--- src/sv/act_pkg.sv ---
`default_nettype none

package act_pkg;

  localparam int SIDE_W  = 2;
  localparam int PRICE_W = 32;
  localparam int QTY_W   = 32;
  localparam int POS_W   = 48;
  localparam int FEE_W   = 48;
  localparam int MONEY_W = 64;

  // serial unit accumulator: holds mag + qty and the running partial product
  localparam int ACC_W  = POS_W + 1;
  localparam int STEP_W = $clog2(PRICE_W);

  localparam logic [SIDE_W-1:0] SIDE_BUY  = 2'b01;
  localparam logic [SIDE_W-1:0] SIDE_SELL = 2'b11;

  localparam logic signed [POS_W-1:0]   POS_MAX   = {1'b0, {(POS_W-1){1'b1}}};
  localparam logic signed [POS_W-1:0]   POS_MIN   = {1'b1, {(POS_W-1){1'b0}}};
  localparam logic signed [MONEY_W-1:0] MONEY_MAX = {1'b0, {(MONEY_W-1){1'b1}}};
  localparam logic signed [MONEY_W-1:0] MONEY_MIN = {1'b1, {(MONEY_W-1){1'b0}}};

  typedef logic [ACC_W-1:0]   acc_t;
  typedef logic [PRICE_W-1:0] price_t;

endpackage

`default_nettype wire

--- src/sv/act_smac.sv ---
`default_nettype none

// bit-serial sum of two products: mcand_a * mplier_a + mcand_b * mplier_b
module act_smac import act_pkg::*; (
  input  logic             clk,
  input  logic             rst_n,
  input  logic             start,
  input  logic [POS_W-1:0] mcand_a,
  input  price_t           mplier_a,
  input  logic [QTY_W-1:0] mcand_b,
  input  price_t           mplier_b,
  output logic             done,
  output acc_t             prod_hi,
  output price_t           prod_lo
);

  logic              busy_r;
  logic              done_r;
  logic [STEP_W-1:0] cnt_r;
  logic [POS_W-1:0]  ma_r;
  logic [QTY_W-1:0]  mb_r;
  price_t            xa_r;
  price_t            xb_r;
  acc_t              hi_r;
  price_t            lo_r;
  logic [ACC_W:0]    step_sum;

  // one multiplier bit of each operand per cycle, low bits shift into lo_r
  assign step_sum = {1'b0, hi_r}
                  + (xa_r[0] ? (ACC_W+1)'(ma_r) : '0)
                  + (xb_r[0] ? (ACC_W+1)'(mb_r) : '0);

  always_ff @(posedge clk) begin
    if (!rst_n) begin
      busy_r <= 1'b0;
      done_r <= 1'b0;
      cnt_r  <= '0;
    end else begin
      done_r <= 1'b0;
      if (start) begin
        busy_r <= 1'b1;
        cnt_r  <= '0;
        ma_r   <= mcand_a;
        mb_r   <= mcand_b;
        xa_r   <= mplier_a;
        xb_r   <= mplier_b;
        hi_r   <= '0;
        lo_r   <= '0;
      end else if (busy_r) begin
        hi_r  <= step_sum[ACC_W:1];
        lo_r  <= {step_sum[0], lo_r[PRICE_W-1:1]};
        xa_r  <= xa_r >> 1;
        xb_r  <= xb_r >> 1;
        cnt_r <= cnt_r + 1'b1;
        if (cnt_r == STEP_W'(PRICE_W - 1)) begin
          busy_r <= 1'b0;
          done_r <= 1'b1;
        end
      end
    end
  end

  assign done    = done_r;
  assign prod_hi = hi_r;
  assign prod_lo = lo_r;

endmodule

`default_nettype wire

--- src/sv/act_sdiv.sv ---
`default_nettype none

// restoring divider, one quotient bit per cycle
// expects num_hi < den so the quotient fits in PRICE_W bits
module act_sdiv import act_pkg::*; (
  input  logic   clk,
  input  logic   rst_n,
  input  logic   start,
  input  acc_t   num_hi,
  input  price_t num_lo,
  input  acc_t   den,
  output logic   done,
  output price_t quot
);

  logic              busy_r;
  logic              done_r;
  logic [STEP_W-1:0] cnt_r;
  acc_t              rem_r;
  acc_t              den_r;
  price_t            q_r;
  logic [ACC_W:0]    trial;
  logic [ACC_W+1:0]  diff;
  logic              ge;

  assign trial = {rem_r, q_r[PRICE_W-1]};
  assign diff  = {1'b0, trial} - (ACC_W+2)'(den_r);
  assign ge    = !diff[ACC_W+1];

  always_ff @(posedge clk) begin
    if (!rst_n) begin
      busy_r <= 1'b0;
      done_r <= 1'b0;
      cnt_r  <= '0;
    end else begin
      done_r <= 1'b0;
      if (start) begin
        busy_r <= 1'b1;
        cnt_r  <= '0;
        rem_r  <= num_hi;
        den_r  <= den;
        q_r    <= num_lo;
      end else if (busy_r) begin
        rem_r <= ge ? diff[ACC_W-1:0] : trial[ACC_W-1:0];
        q_r   <= {q_r[PRICE_W-2:0], ge};
        cnt_r <= cnt_r + 1'b1;
        if (cnt_r == STEP_W'(PRICE_W - 1)) begin
          busy_r <= 1'b0;
          done_r <= 1'b1;
        end
      end
    end
  end

  assign done = done_r;
  assign quot = q_r;

endmodule

`default_nettype wire

--- src/sv/average_cost_position_tracker_core.sv ---
// Average-cost position tracker. Each input transfer is one trade fill (side, price Q24.8,
// quantity Q16.16, fee); each fill yields exactly one result transfer carrying the accepted
// flag, the saturated Q32.16 inventory, the Q24.8 average entry price, the Q40.24 profit
// realized by this fill and the running realized and fee totals. Fills with an invalid side,
// zero price or zero quantity are reported with accepted low and leave the state alone.
// One fill is processed at a time. A rejected fill or a fill from a flat position goes
// from evaluation straight to the output step; a reducing, closing or flipping fill first
// runs the bit-serial multiplier that forms closed quantity times price difference and
// then a realization step; a fill that adds to the position runs the serial multiply of
// both weighted terms and then the serial divide by the new size. The input is ready
// again the cycle after the result is loaded. The result sits in an output register, so
// the next fill may be taken while a result waits to be transferred; that next fill then
// holds in its last step until the waiting result leaves. The tracker state resets to zero.

`default_nettype none

module average_cost_position_tracker_core import act_pkg::*; (
  input  logic                      clk,
  input  logic                      rst_n,
  input  logic                      in_valid,
  output logic                      in_ready,
  input  logic signed [SIDE_W-1:0]  in_fill_side,
  input  logic [PRICE_W-1:0]        in_fill_price,
  input  logic [QTY_W-1:0]          in_fill_qty,
  input  logic signed [FEE_W-1:0]   in_fill_fee,
  output logic                      out_valid,
  input  logic                      out_ready,
  output logic                      out_accepted,
  output logic signed [POS_W-1:0]   out_inventory,
  output logic [PRICE_W-1:0]        out_entry_price,
  output logic signed [MONEY_W-1:0] out_fill_pnl,
  output logic signed [MONEY_W-1:0] out_realized_total,
  output logic signed [MONEY_W-1:0] out_fee_total
);

  typedef enum logic [2:0] {
    S_IDLE,
    S_EVAL,
    S_MUL,
    S_DIV,
    S_REAL,
    S_OUT
  } state_t;

  function automatic logic signed [MONEY_W-1:0] sat_add(
    input logic signed [MONEY_W-1:0] a,
    input logic signed [MONEY_W-1:0] b
  );
    logic signed [MONEY_W-1:0] s;
    s = a + b;
    if (!a[MONEY_W-1] && !b[MONEY_W-1] && s[MONEY_W-1]) return MONEY_MAX;
    if (a[MONEY_W-1] && b[MONEY_W-1] && !s[MONEY_W-1]) return MONEY_MIN;
    return s;
  endfunction

  state_t state_r;

  // captured fill
  logic [SIDE_W-1:0]         side_r;
  price_t                    price_r;
  logic [QTY_W-1:0]          qty_r;
  logic signed [FEE_W-1:0]   fee_r;

  // tracker state
  logic signed [POS_W-1:0]   pos_r;
  price_t                    avg_r;
  logic signed [MONEY_W-1:0] real_r;
  logic signed [MONEY_W-1:0] fees_r;

  // per-fill working flags
  logic                      ok_r;
  logic                      add_r;
  logic                      long_r;
  logic                      up_r;
  logic                      flip_r;
  logic                      exact_r;
  acc_t                      den_r;
  logic signed [MONEY_W-1:0] delta_r;

  // result register
  logic                      out_valid_r;
  logic                      out_accepted_r;
  logic signed [POS_W-1:0]   out_inventory_r;
  price_t                    out_entry_price_r;
  logic signed [MONEY_W-1:0] out_fill_pnl_r;
  logic signed [MONEY_W-1:0] out_realized_total_r;
  logic signed [MONEY_W-1:0] out_fee_total_r;

  // fill classification
  logic                      fill_ok;
  logic                      is_buy;
  logic                      pos_zero;
  logic                      pos_long;
  logic                      is_add;
  logic [POS_W-1:0]          pos_u;
  logic [POS_W-1:0]          mag;
  logic [POS_W-1:0]          qty_ext;
  logic [POS_W:0]            inv_sum;
  logic signed [POS_W-1:0]   pos_nxt;
  logic                      qty_lt_mag;
  logic                      qty_eq_mag;
  logic [QTY_W-1:0]          closed_lot;
  logic                      price_up;
  price_t                    price_diff;
  acc_t                      den_nxt;
  logic signed [MONEY_W-1:0] fee_ext;
  logic signed [MONEY_W-1:0] fees_nxt;

  // realization
  logic [MONEY_W-1:0]        prod64;
  logic                      delta_neg;
  logic signed [MONEY_W-1:0] delta_nxt;
  logic signed [MONEY_W-1:0] realized_nxt;

  // serial units
  logic                      mac_start;
  logic [POS_W-1:0]          mac_mcand_a;
  price_t                    mac_mplier_a;
  logic [QTY_W-1:0]          mac_mcand_b;
  price_t                    mac_mplier_b;
  logic                      mac_done;
  acc_t                      mac_hi;
  price_t                    mac_lo;
  logic                      div_start;
  logic                      div_done;
  price_t                    div_quot;

  assign fill_ok  = (side_r == SIDE_BUY || side_r == SIDE_SELL)
                 && price_r != '0 && qty_r != '0;
  assign is_buy   = (side_r == SIDE_BUY);
  assign pos_zero = (pos_r == '0);
  assign pos_long = !pos_r[POS_W-1] && !pos_zero;
  // adding to the position when the fill goes the same way as the inventory
  assign is_add   = !pos_zero && (pos_long == is_buy);

  assign pos_u   = pos_r;
  assign mag     = pos_r[POS_W-1] ? (~pos_u + 1'b1) : pos_u;
  assign qty_ext = POS_W'(qty_r);

  // new inventory, saturating at the signed limits
  assign inv_sum = is_buy ? ({pos_r[POS_W-1], pos_u} + {1'b0, qty_ext})
                          : ({pos_r[POS_W-1], pos_u} - {1'b0, qty_ext});
  assign pos_nxt = (inv_sum[POS_W] != inv_sum[POS_W-1])
                 ? (inv_sum[POS_W] ? POS_MIN : POS_MAX)
                 : inv_sum[POS_W-1:0];

  assign qty_lt_mag = qty_ext < mag;
  assign qty_eq_mag = qty_ext == mag;
  // closed amount never exceeds the fill quantity
  assign closed_lot = qty_lt_mag ? qty_r : mag[QTY_W-1:0];

  assign price_up   = price_r >= avg_r;
  assign price_diff = price_up ? (price_r - avg_r) : (avg_r - price_r);

  assign den_nxt  = ACC_W'(mag) + ACC_W'(qty_r);
  assign fee_ext  = {{(MONEY_W-FEE_W){fee_r[FEE_W-1]}}, fee_r};
  assign fees_nxt = sat_add(fees_r, fee_ext);

  // add: mag*avg + qty*price; reduce: close*|price - avg|
  assign mac_start    = (state_r == S_EVAL) && fill_ok && !pos_zero;
  assign mac_mcand_a  = is_add ? mag : POS_W'(closed_lot);
  assign mac_mplier_a = is_add ? avg_r : price_diff;
  assign mac_mcand_b  = is_add ? qty_r : '0;
  assign mac_mplier_b = is_add ? price_r : '0;

  act_smac u_smac (
    .clk      (clk),
    .rst_n    (rst_n),
    .start    (mac_start),
    .mcand_a  (mac_mcand_a),
    .mplier_a (mac_mplier_a),
    .mcand_b  (mac_mcand_b),
    .mplier_b (mac_mplier_b),
    .done     (mac_done),
    .prod_hi  (mac_hi),
    .prod_lo  (mac_lo)
  );

  // weighted average: the numerator high part is always below the new size
  assign div_start = (state_r == S_MUL) && mac_done && add_r;

  act_sdiv u_sdiv (
    .clk    (clk),
    .rst_n  (rst_n),
    .start  (div_start),
    .num_hi (mac_hi),
    .num_lo (mac_lo),
    .den    (den_r),
    .done   (div_done),
    .quot   (div_quot)
  );

  // realized profit is negative for a long sold lower or a short bought higher
  assign prod64    = {mac_hi[MONEY_W-PRICE_W-1:0], mac_lo};
  assign delta_neg = long_r ? !up_r : up_r;
  always_comb begin
    if (prod64[MONEY_W-1]) begin
      delta_nxt = delta_neg ? MONEY_MIN : MONEY_MAX;
    end else if (delta_neg) begin
      delta_nxt = ~prod64 + 1'b1;
    end else begin
      delta_nxt = prod64;
    end
  end
  assign realized_nxt = sat_add(real_r, delta_nxt);

  always_ff @(posedge clk) begin
    if (!rst_n) begin
      state_r     <= S_IDLE;
      out_valid_r <= 1'b0;
      pos_r       <= '0;
      avg_r       <= '0;
      real_r      <= '0;
      fees_r      <= '0;
    end else begin
      // in S_OUT a leaving result is replaced by the next one below
      if (out_valid_r && out_ready && state_r != S_OUT) begin
        out_valid_r <= 1'b0;
      end
      unique case (state_r)
        S_IDLE: begin
          if (in_valid) begin
            side_r  <= in_fill_side;
            price_r <= in_fill_price;
            qty_r   <= in_fill_qty;
            fee_r   <= in_fill_fee;
            state_r <= S_EVAL;
          end
        end
        S_EVAL: begin
          ok_r    <= fill_ok;
          delta_r <= '0;
          add_r   <= is_add;
          long_r  <= pos_long;
          up_r    <= price_up;
          flip_r  <= !qty_lt_mag && !qty_eq_mag;
          exact_r <= qty_eq_mag;
          den_r   <= den_nxt;
          if (!fill_ok) begin
            state_r <= S_OUT;
          end else begin
            pos_r  <= pos_nxt;
            fees_r <= fees_nxt;
            if (pos_zero) begin
              // opening from flat
              avg_r   <= price_r;
              state_r <= S_OUT;
            end else begin
              state_r <= S_MUL;
            end
          end
        end
        S_MUL: begin
          if (mac_done) begin
            state_r <= add_r ? S_DIV : S_REAL;
          end
        end
        S_DIV: begin
          if (div_done) begin
            avg_r   <= div_quot;
            state_r <= S_OUT;
          end
        end
        S_REAL: begin
          delta_r <= delta_nxt;
          real_r  <= realized_nxt;
          if (flip_r) begin
            avg_r <= price_r;
          end else if (exact_r) begin
            avg_r <= '0;
          end
          state_r <= S_OUT;
        end
        S_OUT: begin
          // wait for the result register to free up
          if (!out_valid_r || out_ready) begin
            out_valid_r          <= 1'b1;
            out_accepted_r       <= ok_r;
            out_inventory_r      <= pos_r;
            out_entry_price_r    <= avg_r;
            out_fill_pnl_r       <= delta_r;
            out_realized_total_r <= real_r;
            out_fee_total_r      <= fees_r;
            state_r              <= S_IDLE;
          end
        end
        default: begin
          state_r <= S_IDLE;
        end
      endcase
    end
  end

  assign in_ready           = (state_r == S_IDLE);
  assign out_valid          = out_valid_r;
  assign out_accepted       = out_accepted_r;
  assign out_inventory      = out_inventory_r;
  assign out_entry_price    = out_entry_price_r;
  assign out_fill_pnl       = out_fill_pnl_r;
  assign out_realized_total = out_realized_total_r;
  assign out_fee_total      = out_fee_total_r;

endmodule

`default_nettype wire

--- config.mk ---
export PLATFORM = sky130hd
export DESIGN_NAME = average_cost_position_tracker_core
export DESIGN_NICKNAME = d
export VERILOG_FILES = /design/src/sv/act_pkg.sv /design/src/sv/act_smac.sv /design/src/sv/act_sdiv.sv /design/src/sv/average_cost_position_tracker_core.sv
export SDC_FILE = /design/constraint.sdc
export NUM_CORES = 2
export LEC_CHECK = 0
export ABC_CLOCK_PERIOD_IN_PS = 37400
export BUFFER_PORTS_ARGS = -buffer_cell sky130_fd_sc_hd__buf_2
export CAP_MARGIN = 10
export CORE_UTILIZATION = 30
export DETAILED_ROUTE_END_ITERATION = 10
export GPL_TIMING_DRIVEN = 0
export MAX_ROUTING_LAYER = met4
export SETUP_SLACK_MARGIN = 0.2
export SYNTH_ARGS = -nofsm -noshare
export SYNTH_HDL_FRONTEND = slang
export SYNTH_HIERARCHICAL = 1
export SYNTH_SLANG_ARGS = --single-unit
--- constraint.sdc ---
create_clock -name clk -period 37.4 [get_ports clk]
set_input_delay 0 -clock clk [delete_from_list [all_inputs] [get_ports clk]]
set_output_delay 0 -clock clk [all_outputs]
set_load 0.1 [all_outputs]
Word level (Yosys, flattened, before mapping)

Cells that the tools add are included.

Multiplexer cells: 66
Eq/ne operators: 20
Bitwise operators: 5
Reduce and logical (&&, ||, !) cells: 57
$lt $le $gt $ge: 2
Add/sub/neg operators: 14

Operators with widths:

| kind                    | number |
|---|---|
| $mux W64                | 11 |
| $mux W32                | 18 |
| $mux W49                | 5 |
| $mux W48                | 4 |
| $pmux W64 S2            | 1 |
| $pmux W32 S3            | 1 |
| $add A64 B1 Y64 const B | 1 |
| $add A64 B48 Y64        | 1 |
| $add A64 B64 Y64        | 1 |
| $not A64 Y64            | 1 |
| $reduce_bool A32 Y1     | 2 |
| $sub A32 B32 Y32        | 2 |
| $sub A50 B49 Y51        | 1 |
| $add A49 B50 Y50        | 1 |
| $add A50 B50 Y50        | 1 |
| $add A48 B32 Y49        | 1 |
| $add A48 B33 Y49        | 1 |
| $sub A48 B33 Y49        | 1 |
| $add A48 B1 Y48 const B | 1 |
| $eq A32 B48 Y1          | 1 |
| $logic_not A48 Y1       | 1 |
| $lt A32 B48 Y1          | 1 |
| $not A48 Y48            | 1 |
| $ge A32 B32 Y1          | 1 |
| 28 further kinds        | 104 |

Input bits: 118
Bits in registers: 1087
Logic and storage cells: 204
Output and inout port bits: 275

Logic depth before layout (Yosys ltp)

Depth in word-level cells: 11
Mapped depth: 26
Gate-level depth less buffers: 24

Cells and area by module

The synthesis kept the hierarchy.

By module, submodules not included:

| module                             | area each (um^2) | sequential area each (um^2) | instances | cells each |
|---|---|---|---|---|
| average_cost_position_tracker_core | 45339.7          | 19438.6                     | 1         | 4858 |
| act_smac                           | 12386.9          | 6896.6                      | 1         | 1011 |
| act_sdiv                           | 8622.0           | 4043.9                      | 1         | 853 |

Least setup slack after synthesis

OpenSTA, ideal clock, no wires.

Path type: reg2reg
Start: register out_valid_r, in the netlist out_valid
End: register out_accepted_r, in the netlist out_accepted (enable)
Cell stages (with the launch flop): 3
Required time: 35.729 ns
Setup slack: 7.135 ns
Path buffers: 0
Clock period less this slack: 30.265 ns
Arrival time: 28.594 ns
Setup time: 1.671 ns
Cell sequence: dfxtp_1 -> nor2b_1 -> nor4b_1

Cells in the longest elaborated chain, start to end: 3

Ends and longest elaborated chain:

| item                        | RTL line                                  | RTL |
|---|---|---|
| start, declared             | average_cost_position_tracker_core.sv:81  | `logic out_valid_r;` |
| start signal, assigned      | average_cost_position_tracker_core.sv:210 | `out_valid_r <= 1'b0;` |
| start signal, assigned      | average_cost_position_tracker_core.sv:218 | `out_valid_r <= 1'b0;` |
| start signal, assigned      | average_cost_position_tracker_core.sv:277 | `out_valid_r <= 1'b1;` |
| $logic_not A1 Y1            | average_cost_position_tracker_core.sv:276 | `if (!out_valid_r \|\| out_ready) begin` |
| $logic_or A1 B1 Y1          | average_cost_position_tracker_core.sv:276 |  |
| $reduce_and A3 Y1 (no line) | -                                         |  |
| end signal, assigned        | average_cost_position_tracker_core.sv:278 | `out_accepted_r <= ok_r;` |
| end, declared               | average_cost_position_tracker_core.sv:82  | `logic out_accepted_r;` |

No other way between the ends.
A chain may end at the register's enable or synchronous reset.

Worst setup path in the final report

Start: register u_smac.lo_r[9], in the netlist u_smac/prod_lo[9]
End: register real_r[47]

Cells in the longest elaborated chain, start to end: 11
Elaborated cells between the ends (all ways): 17
Those cells by class: 2 x add/sub; 8 x mux; 1 x bitwise; 6 x reduce/logical

Ends and longest elaborated chain:

| item                   | RTL line                                  | RTL |
|---|---|---|
| start, declared        | act_smac.sv:25                            | `price_t lo_r;` |
| start signal, assigned | act_smac.sv:51                            | `lo_r <= {step_sum[0], lo_r[PRICE_W-1:1]};` |
| $not A64 Y64 (*)       | average_cost_position_tracker_core.sv:200 | `delta_nxt = ~prod64 + 1'b1;` |
| $add A64 B1 Y64 (*)    | average_cost_position_tracker_core.sv:200 |  |
| $mux W64 (*)           | average_cost_position_tracker_core.sv:199 | `end else if (delta_neg) begin` |
| $mux W64 (*)           | average_cost_position_tracker_core.sv:197 | `if (prod64[MONEY_W-1]) begin` |
| net delta_nxt[52]      | average_cost_position_tracker_core.sv:112 | `logic signed [MONEY_W-1:0] delta_nxt;` |
| $add A64 B64 Y64 (*)   | average_cost_position_tracker_core.sv:50  | `s = a + b;` |
| $logic_not A1 Y1       | average_cost_position_tracker_core.sv:52  | `if (a[MONEY_W-1] && b[MONEY_W-1] && !s[MONEY_W-1]) return MONEY_MIN;` |
| $logic_and A1 B1 Y1    | average_cost_position_tracker_core.sv:52  |  |
| $mux W1 (2 in a row)   | average_cost_position_tracker_core.sv:52  |  |
| $mux W64               | average_cost_position_tracker_core.sv:53  | `return s;` |
| $mux W64 (*)           | average_cost_position_tracker_core.sv:52  |  |
| end signal, assigned   | average_cost_position_tracker_core.sv:266 | `real_r <= realized_nxt;` |
| end, declared          | average_cost_position_tracker_core.sv:67  | `logic signed [MONEY_W-1:0] real_r;` |

Mark *: on every way through the listed nets, which the timed path passes. The rest lies on a longest branch. The select of a mux whose other input is x is not followed.

==> run summary <==
CTS H-tree depth = 4
Final WL = 227000 um
Worst setup EP type = flop
Max Cap Viol = 0
Starting density of the core = 0.302
Worst rel slew slack = 0.139
Max FO, Critical Path = 10
CTS max path bufs = 3
Layout cells sized above 1 = 0.118
Area grow syn2layout = 19.7%
Setup bufs post-CTS = 0
First-pass GRT wire length = 338000 um
Critical Path AT = 9420 ps
I/O Pins = 393
Synth Cell Area = 66300 um^2
Setup violations, final = 0
Detail Placement HPWL = 180000 um
Hold path endpoint = u_smac/cnt_r[3]
Global route total overflow = 0
Status = finished, final reports clean
Most common cell after layout, fill and taps aside = edfxtp_1
Clock transition at path regs = 60 ps
WS Path Type = reg -> reg
Die footprint = 223000 um^2
Post-synth ARST share = 0
Yosys warns = 6
GP Congestion = 0.944
DIE WIDTH = 472 um
Average size of a mapped cell = 9.87 um^2
Routed wire per std cell = 21.4 um
Hold depth = 4
Sequential share of the synthesized area = 0.458
Initial antenna violation count = 11
DR DRC count = 0
Final Max Tran Viols = 0
R2R depth = 25
Pleak = 31.9 nW
Antenna-violating nets left = 0
FF-to-FF Start = u_smac/prod_lo[9]
Worst slew pin tran = 1290 ps
Post-Syn Instances = 6722
Tightest Hold Check Type = in -> reg
GRT Overall Usage = 0.204
Nets@finish = 8122
Number of global-route vias before repair = 53685
Chip height = 472 um
R2r setup slk = 28690 ps
Layout fillers = 21986
Grt met2 use = 0.320
PortBufs = 392
Met3 Use GR = 0.0230
GR Layer Usage met1 = 0.277
CTS root buf = clkbuf_16
Clock sinks = 1087
EDFF count, synth = 861
1st-pass router iterations = 10
Syn nets = 7310
Tcrit/Tclk final = 0.233
Main synth FF type = edfxtp_1
Placed cell count = 10124
CTS tree = built
# resized after CTS = 0
Num rows = 172
Distinct cell type count after synthesis = 115
Critical Path RT = 38100 ps
Core Area = 220000 um^2
Worst R2R End = real_r[47]
Finished Layout Cells = 10605
Power Total = 5.32 mW
CTS buffer count = 133
Pwr Density = 66.9 nW/um^2
Vias/cell = 5.18
GR peak layer = met2
RSZ-0062 raised after global routing = no
Crit start category = flop
Fmax = 0.115 GHz
Post-synthesis sequential element count = 1087
Final Skew = 59.8 ps
Maximum VDD drop = 0.0000475 V
Clk Latency, worst-skew pair = 820 ps
Detailed Route Iter0 Violations = 4418
Tmin final = 8720 ps
Worst hold start = rst_n
Routed via count = 54883
Commonest cells after routing, fill and taps aside = edfxtp_1, a21oi_1, o21ai_0, nand2_1, nor2_1
Hold Violations, Final = 0
Largest net degree at the start of global routing = 75
metrics by stage:
stage          instance area, um^2  hold slack, ps  setup TNS [ps]  utilization  setup slack (ps)
3_5_place_dp                 72600             178               0        0.331             28930
6_report                     79400             331               0        0.361             28690
3_3_place_gp                 72000             178        -2811190        0.328            -10340
5_1_grt                      79400             307               0        0.361             28040
2_1_floorplan                66300            98.9               0            -              7140
4_1_cts                      79400             270               0        0.361             28830
critical path, cell delays in order, from the launching register on:
cell and delay (ps):
edfxtp_1 570, or3_1 400, clkbuf_1 160, nor4_2 490, nand3_1 260, or3_1 520
or4_1 500, nand2b_1 200, or2_1 280, nor3_2 290, a21oi_1 140, xnor2_1 450
ha_1 200, clkbuf_1 290, nand4_1 260, nor4b_1 480, inv_1 80, nor4bb_1 360
nand2_1 110, o2111ai_1 150, nor3_1 120, o21ai_0 500, clkbuf_1 590, clkbuf_1 690
o21ai_0 310, a21oi_1 200
cells in the mapped netlist, types with 24 or more instances:
cell        n  area, um^2
a211oi_1   39         293
a21o_1    186        1400
a21oi_1   727        3640
a22oi_1    35         263
a31oi_1    81         507
and2_1    147         920
and3_1     43         269
buf_1      24        90.1
buf_2      25         125
clkbuf_1  296        1110
dfxtp_1   226        4520
edfxtp_1  861       25900
fa_1       41         821
ha_1      429        5370
inv_1     371        1390
mux2_2    109        1230
mux2_4     27         405
mux2i_1    31         310
nand2_1   519        1950
nand2b_1   56         350
nand3_1    90         450
nand4_1    96         601
nor2_1    474        1780
nor2b_1    84         526
nor3_1    118         591
nor4_1     48         300
o211a_1    40         400
o211ai_1   31         233
o21a_1     47         353
o21ai_0   521        2610
o21bai_1   70         526
o31ai_1    37         278
or3_1      47         294
xnor2_1   246        2150
xor2_1    151        1320
sequential cells by signal (all words and copies together), names as in the netlist, 49 cells and up:
register	flops
u_smac/prod_hi	49
fees_r	64
delta_r	64
u_sdiv/rem_r	49
u_sdiv/den_r	49
out_fee_total	64
real_r	64
den_r	49
out_realized_total	64
out_fill_pnl	64
cells by family (layout without fill, tap and decap cells):
| group | after synthesis | in the layout | share of synthesized area |
|---|---|---|---|
| XOR/XNOR | 398 | 398 | 0.0527 |
| AND/OR/NAND/NOR | 1822 | 1822 | 0.134 |
| AO/OA/AOI/OAI | 2051 | 2051 | 0.190 |
| multiplexers | 168 | 168 | 0.0295 |
| buffers and inverters | 723 | 1645 | 0.0424 |
| flip-flops | 1087 | 1087 | 0.458 |
| other | 1 | 4 | 0.0000565 |
| adder cells (fa/ha/maj) | 472 | 472 | 0.0936 |
repair_timing:
action | CTS | global route
endpoints found under the hold margin | 231 | 0
setup endpoints to repair | 0 | 0
hold buffers | 232 | 0
layer usage:
metal,vias up,share of wire
met1,26641,0.47
met5,-,0
met4,0,0.026
met3,296,0.052
met2,1768,0.45
li1,26178,-
area by class of cell:
class | instances | area (um^2) | share of cell area
multi-input combinational | 4912 | 33200 | 0.418
sequential | 1087 | 30400 | 0.382
timing repair buffer | 677 | 4860 | 0.0612
tap | 2958 | 3700 | 0.0466
clock buffer | 169 | 3550 | 0.0447
buffer | 351 | 1420 | 0.0179
inverter | 372 | 1400 | 0.0176
clock inverter | 76 | 907 | 0.0114
antenna | 3 | 7.51 | 0.0000945
power breakdown:
part	internal, mW	switching (mW)
Clock	0.751	0.557
Combinational	0.836	1.45
Sequential	1.53	0.196
worst max path at each step:
stage / start / to / slack (ps) / cells after the start
CTS: u_smac/prod_lo[9] / real_r[47] / 28830 / 25
global route: u_smac/prod_lo[9] / real_r[47] / 28040 / 26
finish: u_smac/prod_lo[9] / real_r[47] / 28690 / 25
floorplan: out_valid / out_accepted / 7140 / 2
detailed placement: u_smac/prod_lo[9] / real_r[47] / 28930 / 25
global placement: rst_n / out_inventory[0] / -10340 / 4
Power figures use the tool's default switching activity.
